[config.mk]
export PLATFORM = sky130hd
export DESIGN_NAME = ppte_ctrl
export DESIGN_NICKNAME = d
export VERILOG_FILES = /design/src/sv/ppte_pkg.sv /design/src/sv/ppte_ctrl.sv
export SDC_FILE = /design/constraint.sdc
export NUM_CORES = 1
export LEC_CHECK = 0
export BUFFER_PORTS_ARGS = -buffer_cell sky130_fd_sc_hd__buf_2
export CELL_PAD_IN_SITES_DETAIL_PLACEMENT = 1
export CELL_PAD_IN_SITES_GLOBAL_PLACEMENT = 1
export CORE_AREA = 2 2 39 41
export DETAILED_ROUTE_END_ITERATION = 8
export DIE_AREA = 0 0 41 43
export GPL_TIMING_DRIVEN = 0
export PLACE_DENSITY_LB_ADDON = 0.1
export SYNTH_ARGS = -nofsm -noshare
export SYNTH_HDL_FRONTEND = slang
export SYNTH_SLANG_ARGS = --single-unit
[constraint.sdc]
create_clock -name clk -period 2.7 [get_ports clk]
set_input_delay 0.135 -clock clk [delete_from_list [all_inputs] [get_ports clk]]
set_output_delay 0.135 -clock clk [all_outputs]
set_load 0.005 [all_outputs]
[src/sv/ppte_pkg.sv]
`default_nettype none

package ppte_pkg;

    localparam int MAX_SEGMENTS = 16;
    localparam int MAX_COEFFS = 8;
    localparam int NUM_AXES = 3;

    localparam int RAM_DEPTH = MAX_SEGMENTS * MAX_COEFFS;
    localparam int ADDR_W = (RAM_DEPTH > 1) ? $clog2(RAM_DEPTH) : 1;
    // Slot counter must hold MAX_COEFFS itself
    localparam int CNT_W = $clog2(MAX_COEFFS + 1);

    localparam int SEG_W = 4;
    localparam int AXIS_W = 2;
    localparam int SLOT_IN_W = 3;
    localparam int NC_W = 4;
    localparam int COEFF_W = 32;
    localparam int TIME_W = 24;
    localparam int ACC_W = 48;
    localparam int POS_W = 32;

    localparam logic [NC_W-1:0] NUM_COEFFS_RESET = 4'd6;

    localparam logic REQ_WRITE = 1'b0;
    localparam logic REQ_EVAL = 1'b1;

    typedef enum logic [2:0] {
        ST_IDLE,
        ST_READ0,
        ST_LOAD0,
        ST_MUL,
        ST_ADD,
        ST_FINISH
    } state_t;

    typedef struct packed {
        logic wr;        // store one coefficient from the input ports
        logic start;     // latch segment and time, clear accumulators
        logic rd;        // read the next slot of all three axis tables
        logic load_c0;   // accumulator takes the leading coefficient
        logic mul;       // register the partial products
        logic add;       // floor, add coefficient, saturate
        logic load_out;  // final saturation into the output registers
    } cmd_t;

    typedef struct packed {
        logic seg_ok;    // segment on the input ports is inside the table
        logic single;    // polynomial has only the constant term
        logic last;      // the coefficient being added is the last one
    } sts_t;

endpackage

`default_nettype wire

[src/sv/ppte_ctrl.sv]
`default_nettype none

module ppte_ctrl (
    input  wire logic           clk,
    input  wire logic           rst_n,
    input  wire logic           in_valid,
    output logic                in_stall,
    input  wire logic           req_type,
    output logic                out_valid,
    input  wire logic           out_stall,
    input  wire ppte_pkg::sts_t sts,
    output ppte_pkg::cmd_t      cmd
);

    ppte_pkg::state_t state_reg, state_next;
    logic             out_valid_reg, out_valid_next;
    logic             accept;

    assign in_stall = (state_reg != ppte_pkg::ST_IDLE);
    assign accept = in_valid && !in_stall;

    always_comb
    begin
        state_next = state_reg;
        cmd = '0;

        unique case (state_reg)
            ppte_pkg::ST_IDLE:
            begin
                if (accept)
                begin
                    if (req_type == ppte_pkg::REQ_WRITE)
                    begin
                        cmd.wr = 1'b1;
                    end
                    else
                    begin
                        cmd.start = 1'b1;
                        // Out-of-table segment: skip straight to a zero result
                        state_next = sts.seg_ok ? ppte_pkg::ST_READ0 : ppte_pkg::ST_FINISH;
                    end
                end
            end
            ppte_pkg::ST_READ0:
            begin
                cmd.rd = 1'b1;
                state_next = ppte_pkg::ST_LOAD0;
            end
            ppte_pkg::ST_LOAD0:
            begin
                cmd.load_c0 = 1'b1;
                if (sts.single)
                begin
                    state_next = ppte_pkg::ST_FINISH;
                end
                else
                begin
                    cmd.rd = 1'b1;
                    state_next = ppte_pkg::ST_MUL;
                end
            end
            ppte_pkg::ST_MUL:
            begin
                cmd.mul = 1'b1;
                state_next = ppte_pkg::ST_ADD;
            end
            ppte_pkg::ST_ADD:
            begin
                cmd.add = 1'b1;
                if (sts.last)
                begin
                    state_next = ppte_pkg::ST_FINISH;
                end
                else
                begin
                    cmd.rd = 1'b1;
                    state_next = ppte_pkg::ST_MUL;
                end
            end
            ppte_pkg::ST_FINISH:
            begin
                // Hold until the output register is free or drains this cycle
                if (!out_valid_reg || !out_stall)
                begin
                    cmd.load_out = 1'b1;
                    state_next = ppte_pkg::ST_IDLE;
                end
            end
            default:
            begin
                state_next = ppte_pkg::ST_IDLE;
            end
        endcase

        out_valid_next = out_valid_reg;
        if (cmd.load_out)
        begin
            out_valid_next = 1'b1;
        end
        else if (out_valid_reg && !out_stall)
        begin
            out_valid_next = 1'b0;
        end
    end

    always_ff @(posedge clk or negedge rst_n)
    begin
        if (!rst_n)
        begin
            state_reg <= ppte_pkg::ST_IDLE;
            out_valid_reg <= 1'b0;
        end
        else
        begin
            state_reg <= state_next;
            out_valid_reg <= out_valid_next;
        end
    end

    assign out_valid = out_valid_reg;

endmodule

`default_nettype wire

# After elaboration in Yosys (flattened, before gate mapping)
# Cells that the tools add are included.
# op_classes
n_reduce_logical,10
eq_ne,8
n_mux,21
# ops
operator,count
2-to-1 mux 3 bit,6
case mux 3 bit (6 select lines),1
2-to-1 mux 1 bit,11
== test 3 x 2 -> 1 bit (second input constant),2
== test 3 bit (second input constant),2
!= test 2 bit (second input constant),3
2-to-1 mux 2 bit,2
== test 3 x 1 -> 1 bit (second input constant),1
logical NOT 1 bit,3
logical NOT 3 bit,1
case mux 1 bit (3 select lines),1
AND reduction 3 bit,1
nonzero test 3 bit,1
logical AND 1 bit,2
nonzero test 2 bit,1
logical OR 1 bit,1
# totals
wordCells,41
out_inout_bits,9
register_bits,4

# Longest topological paths before layout
# Gate-level depths: netlist of run 1.
# depth
depth_word,5
depth_mapped,4

# Worst setup path before layout of run 1
# OpenSTA, ideal clock, no wires.
# synth_path
kind,reg-to-output
from,register state_reg[2]
to,output port cmd[6] (netlist name)
stages_incl_launch_ff,4
t_arrival_ps,1071
path_buffers,1
slack_ps,1494
cell_sequence,dfrtp_1 buf_6 or3_4 nor3b_2
# synth_rtl
item,line_no,text
"start, declared",ppte_ctrl.sv:15,"ppte_pkg::state_t state_reg, state_next;"
"start signal, assigned",ppte_ctrl.sv:110,state_reg <= ppte_pkg::ST_IDLE;
"start signal, assigned",ppte_ctrl.sv:115,state_reg <= state_next;
"end, declared",ppte_ctrl.sv:12,output ppte_pkg::cmd_t cmd

==> impl_metrics.tcl, run 1 <==
set metrics [dict create \
    stdcell_count 67 \
    r2r_slack_ns 1.60 \
    htree_levels 1 \
    min_path_type "in2reg" \
    combPwrFrac 0.565 \
    initial_core_util 0.200 \
    cts_tree "done" \
    power.share.clock 0.172 \
    routedWlPerCell_um 10.9 \
    yosysWarnings 0 \
    clock_path_buffers 2 \
    chipWidth_um 41 \
    n_antenna_cell 0 \
    overflow 0 \
    fin_crit_sh 0.577 \
    largest_reg_flops 3 \
    nets 61 \
    antenna_found_initial 0 \
    syn_area_um2 277 \
    die_area_um2 1760 \
    slew_viol_final 0 \
    cts_root_buf "clkbuf_4" \
    critPathKind "reg2out" \
    clock_sinks 4 \
    preCtsSetupSlack_ns 1.38 \
    core_area_um2 1380 \
    power.leakage_nw 0.207 \
    switchingPower_mw 0.166 \
    grt_max_degree 11 \
    drt-total-wl_um 730 \
    setup.worst_path.start "state_reg[2]" \
    pwr_density_cell_nw_per_um2 1030 \
    ys_types 19 \
    grt_pass1_vias 286 \
    synth_seq_area_share 0.362 \
    maxCapViolCount 0 \
    worstPathMaxFanout 10 \
    critPathMaxStageDelay_ns 0.39 \
    postRouteAntennaNets 0 \
    fmax_ghz 0.642 \
    grt_setup_unrepaired "no" \
    worst_pin_slew_ns 0.265 \
    syn_area_per_cell_um2 8.92 \
    grt_pass1_wl_um 1160 \
    synth_nets 39 \
    reg2regPathDepth 3 \
    post-route-min-period_ns 1.56 \
    drc 0 \
    area_growth_pct 48.0 \
    ctsResizeCount 0 \
    first_pass_iters 2 \
    dp.cells 63 \
    critPathCaptureType "primary output" \
    p_seq_frac 0.263 \
    globalplace.congestion 0.733 \
    globalRouteTotalUtil 0.101 \
    finalSetupViolations 0 \
    clock_skew_ns 0.000677 \
    fin_tns_setup_ns 0 \
    io_pins 17 \
    dp_hpwl_um 595 \
    finalHoldViolations 0 \
    clk_pin_slew_ns 0.04 \
    die_h_um 43 \
    crit-reg2reg-launch "state_reg[1]" \
    rr_endpoint "state_reg[1]" \
    vias 312 \
    drt_iter0_drc 2 \
    switching_share 0.393 \
    drive_gt1_frac 0.471 \
    crit_end "cmd[6]" \
    final.setup.worst_slack_ns 1.14 \
    crit_path_start_kind "flip-flop" \
    cpMaxStageDelayCell "or3_4" \
    syn_inst 31 \
    relSlewSlack 0.823 \
    clk_latency_ns 0.23 \
    path_cells "buf_6 -> or3_4 -> nor3b_2 -> buf_2" \
    p_int_mw 0.257 \
    ys_ff_latch 4 \
    row_count 14 \
    cts_buffers 3 \
    arrival_ns 1.42 \
    port_buffers 16 \
    viasPerCell 4.66 \
    status "completed" \
    ir_worst_vdd_v 0.000355 \
    crit_required_ns 2.57 \
]
==> cell usage in the layout, fill, tap and decap left out, types with 2 or more instances in the layout <==
| master | netlist | layout |
|---|---|---|
| buf_2 | 1 | 17 |
| clkbuf_4 | 0 | 3 |
| nand2_1 | 4 | 4 |
| nor2_1 | 2 | 2 |
| dfrtp_1 | 4 | 4 |
| o32ai_1 | 3 | 3 |
| nor3b_1 | 2 | 2 |
| a21oi_1 | 3 | 3 |
==> area by class of cell <==
class	count	area (um^2)
timing repair buffer	17	90.1
fill	179	975
tap	16	20.0
clock buffer	3	22.5
buffer	3	23.8
inverter	1	3.75
sequential	4	100
multi-input combinational	23	149
==> worst max-delay path: cells and delay by family, from the launching register on <==
family        cells  cell delay, ns
buf+inv           2            0.27
flops             1            0.37
simple gates      2            0.56
==> cell usage after synthesis <==
cell type  count  area [um^2]
a31oi_1        1         6.26
nor2_1         2         7.51
a21oi_1        3         15.0
dfrtp_1        4          100
o21a_1         1         7.51
nor3b_1        2         15.0
nor3b_2        1         12.5
o32ai_1        3         26.3
nand3_1        1         5.00
nand2_1        4         15.0
nor3_1         1         5.00
or3_4          1         11.3
nor2b_1        1         6.26
buf_6          1         11.3
inv_1          1         3.75
buf_4          1         7.51
o31a_1         1         8.76
buf_2          1         5.00
a22oi_1        1         7.51
==> cells by family after synthesis <==
logic type / share of synthesized area
AND/OR/NAND/NOR: 0.280
AO/OA/AOI/OAI: 0.258
flip-flops: 0.362
buffers and inverters: 0.0995
==> repair_timing <==
action | CTS | global route
endpoints found under the hold margin | 4 | 0
hold buffers | 1 | 0
setup buffers | 0 | 0
==> power by group through the flow <==
| stage | Sequential (mW) | Combinational (mW) | Clock [mW] |
|---|---|---|---|
| floorplan | 0.106 | 0.164 | 0 |
| global placement | 0.111 | 0.242 | 0 |
| detailed placement | 0.113 | 0.242 | 0 |
| CTS | 0.113 | 0.244 | 0.0768 |
| global route | 0.115 | 0.275 | 0.0820 |
| finish | 0.111 | 0.239 | 0.0729 |
==> per-stage QoR <==
step	cell area, um^2	power, mW	util	hold slack (ns)
2_1_floorplan	277	0.270	-	-0.161
3_3_place_gp	377	0.353	0.272	-0.0597
3_5_place_dp	377	0.355	0.272	-0.0581
4_1_cts	409	0.433	0.296	0.152
5_1_grt	409	0.472	0.296	0.164
6_report	409	0.423	0.296	0.148
==> layer usage <==
metal  share of wire  track usage  vias to the layer above  wire length (um)
met5               0            0                        -                 0
met4           0.019       0.0600                        0                14
met3           0.077       0.0471                        2                56
met2            0.46        0.144                       12               337
met1            0.44        0.117                      142               322
li1                -            -                      156                 -
==> how the worst min path moves through the flow <==
stage,from,end,slack (ns),cells after the start
after floorplan,rst_n,out_valid,-0.16,0
after global placement,rst_n,out_valid,-0.06,1
after detailed placement,rst_n,out_valid,-0.06,1
after CTS,sts[0],state_reg[1],0.15,2
after global routing,sts[0],state_reg[1],0.16,2
final,sts[0],state_reg[1],0.15,2
No activity file was read; power rests on OpenSTA's default activity.
==> inputs of run 2 (changes only) <==
--- a/config.mk
+++ b/config.mk
@@ -5,6 +5,7 @@
 export SDC_FILE = /design/constraint.sdc
 export NUM_CORES = 1
 export LEC_CHECK = 0
+export ABC_AREA = 1
 export BUFFER_PORTS_ARGS = -buffer_cell sky130_fd_sc_hd__buf_2
 export CELL_PAD_IN_SITES_DETAIL_PLACEMENT = 1
 export CELL_PAD_IN_SITES_GLOBAL_PLACEMENT = 1
==> constraint.sdc (replaced) <==
create_clock -name clk -period 1.6 [get_ports clk]
set_input_delay 0.08 -clock clk [delete_from_list [all_inputs] [get_ports clk]]
set_output_delay 0.08 -clock clk [all_outputs]
set_load 0.005 [all_outputs]
==> run 2 against run 1 <==
Sequential power is 78% higher. Synthesized cell count up 39%. Clock skew is essentially flat. Global-route usage increased by 0.32 points. Utilization grew 3.2 points. Via count grew 13%. Sequential share of layout area decreased by 2.4 points. Critical endpoint unchanged. Highest routed layer unchanged.
==> impl_metrics.tcl, run 2 <==
set metrics [dict create \
    core_area_um2 1380 \
    maxCapViolCount 0 \
    crit_path_start_kind "flip-flop" \
    area_growth_pct 41.4 \
    syn_inst 43 \
    finalSetupViolations 0 \
    drt_iter0_drc 1 \
    drive_gt1_frac 0.476 \
    status "completed" \
    final_common_cell "buf_2" \
    globalRouteTotalUtil 0.104 \
    layout_common_cells "16 x buf_2, 10 x nand2_1, 7 x inv_1, 4 x nor2_1, 4 x dfrtp_1" \
    p_total_mw 0.787 \
    finalHoldViolations 0 \
    ys_types 17 \
    overflow 0 \
    critPathKind "reg2out" \
    switching_share 0.444 \
    synthTopCellsByArea "dfrtp_1 31%, nand2_1 12%, inv_1 8.2%" \
    vias 351 \
    postCtsHoldBufs 1 \
    rr_endpoint "state_reg[2]" \
    ys_ff_latch 4 \
    cts_tree "done" \
    worstHoldStart "out_stall" \
    min_path_type "in2reg" \
    busiest_layer "met2" \
    dp_hpwl_um 612 \
    arrival_ns 1.31 \
    n_antenna_cell 0 \
    clk_pin_slew_ns 0.04 \
    antenna_found_initial 0 \
    synthAdderAreaFrac 0 \
    worstPathMaxFanout 8 \
    worstHoldEndpoint "out_valid" \
    cts_root_buf "clkbuf_4" \
    largest_reg_flops 3 \
    synth_seq_area_share 0.313 \
    nets 73 \
    ys_async_sr_fraction 1.00 \
    initial_core_util 0.231 \
    grt.met3_usage 0.0314 \
    yosys.area.top_type_share 0.313 \
    clock_skew_ns 0.000523 \
    clock_path_buffers 2 \
    syn_area_per_cell_um2 7.45 \
    combPwrFrac 0.586 \
    p_int_mw 0.437 \
    clock_sinks 4 \
    use_met1 0.130 \
    power.share.clock 0.162 \
    drt-total-wl_um 754 \
    routedWlPerCell_um 9.54 \
    yosysWarnings 0 \
    fin_tns_setup_ns 0 \
    synth_compound_area_frac 0.0977 \
    io_pins 17 \
    synth-xor-area-share 0 \
    row_count 14 \
    dominantRegCellSynth "dfrtp_1" \
    crit_required_ns 1.52 \
    crit-reg2reg-launch "state_reg[1]" \
    cts_setup_buffers 0 \
    grt_setup_unrepaired "no" \
    drc 0 \
    power.leakage_nw 0.271 \
    ir_worst_vdd_v 0.000614 \
    fmax_ghz 0.721 \
    clk_latency_ns 0.24 \
    synth_most_common_cell "nand2_1" \
    cts_buffers 3 \
    hold_depth 3 \
    die_area_um2 1760 \
    final_util 0.327 \
    place_area_um2 420 \
    fin_crit_sh 0.867 \
    grt_max_degree 9 \
    grt_pass1_wl_um 1150 \
    viasPerCell 4.44 \
    synth_edf_count 0 \
    finalInstanceArea_um2 453 \
    use_met2 0.131 \
    slew_viol_final 0 \
    globalplace.congestion 0.660 \
    synth-simple-area-share 0.449 \
    syn_area_um2 320 \
    port_buffers 16 \
    synth_common_cells "10 x nand2_1, 7 x inv_1, 4 x dfrtp_1, 4 x nor2_1" \
    r2r_slack_ns 0.44 \
    synth_top_family_by_area "simple AND/OR/NAND/NOR gates" \
    pwr_density_cell_nw_per_um2 1740 \
    grt_pass1_vias 295 \
    reg2regPathDepth 7 \
    synth_nets 51 \
    worst_pin_slew_ns 0.237 \
    first_pass_iters 2 \
    critPathCaptureType "primary output" \
    htree_levels 1 \
    yosysTopAreaCell "dfrtp_1" \
    postRouteAntennaNets 0 \
    synthMuxAreaShare 0 \
    switchingPower_mw 0.350 \
    chipWidth_um 41 \
    post-route-min-period_ns 1.39 \
    relSlewSlack 0.842 \
    p_seq_frac 0.252 \
    ctsResizeCount 0 \
    die_h_um 43 \
]
[run 2: cell types whose count changed after synthesis, moves of 2 or more]
cell	change
nand2_1	+6
nand3_1	+2
inv_1	+6
nor2_1	+2
nor3b_1	-2
a21oi_1	-3
o221ai_1	+2
o32ai_1	-3
nand2_2	+3
[run 2: power groups by stage]
stage	sequential [mW]	combinational [mW]	clock (mW)
2_1_floorplan	0.194	0.326	0
3_5_place_dp	0.201	0.466	0
6_report	0.198	0.462	0.127
3_3_place_gp	0.203	0.468	0
4_1_cts	0.200	0.474	0.131
5_1_grt	0.207	0.521	0.136
[run 2: cell families (layout without fill, tap and decap cells)]
group	count (synthesis)	count (layout)
compound gates	4	4
buf+inv	9	29
flops	4	4
simple gates	26	26
[run 2: worst max path at each step]
stage	from	slack [ns]	endpoint	cells past startpoint
after detailed placement	state_reg[1]	0.44	state_reg[2]	7
final	state_reg[1]	0.21	cmd[6]	5
after global routing	state_reg[0]	0.09	cmd[6]	4
after floorplan	state_reg[1]	0.54	state_reg[2]	7
after CTS	state_reg[1]	0.20	cmd[6]	5
after global placement	state_reg[0]	0.43	state_reg[2]	6
[run 2: final cells by class]
type / instances / area, um^2
sequential: 4 / 100
inverter: 7 / 26.3
buffer: 2 / 18.8
fill: 191 / 931
multi-input combinational: 30 / 175
tap: 16 / 20.0
timing repair buffer: 17 / 90.1
clock buffer: 3 / 22.5
[run 2: metrics by stage]
step           std cells  hold WS [ns]  setup slack [ns]
2_1_floorplan         43        -0.216             0.544
3_3_place_gp          75        -0.108             0.434
3_5_place_dp          75        -0.110             0.440
4_1_cts               79        0.0677             0.203
5_1_grt               79         0.117            0.0950
6_report              79        0.0711             0.213
[run 2: per-layer routing]
layer | part of all wire | vias to the layer above
met5 | 0 | -
met2 | 0.48 | 10
met4 | 0.033 | 0
met1 | 0.44 | 163
li1 | - | 175
met3 | 0.049 | 3
[run 2: worst max-delay path, stage by stage, from the launching register on]
cell and delay [ns]:
dfrtp_1 0.36, buf_6 0.14, nor2_2 0.20, nand2_2 0.10
nor3b_2 0.15, buf_2 0.13
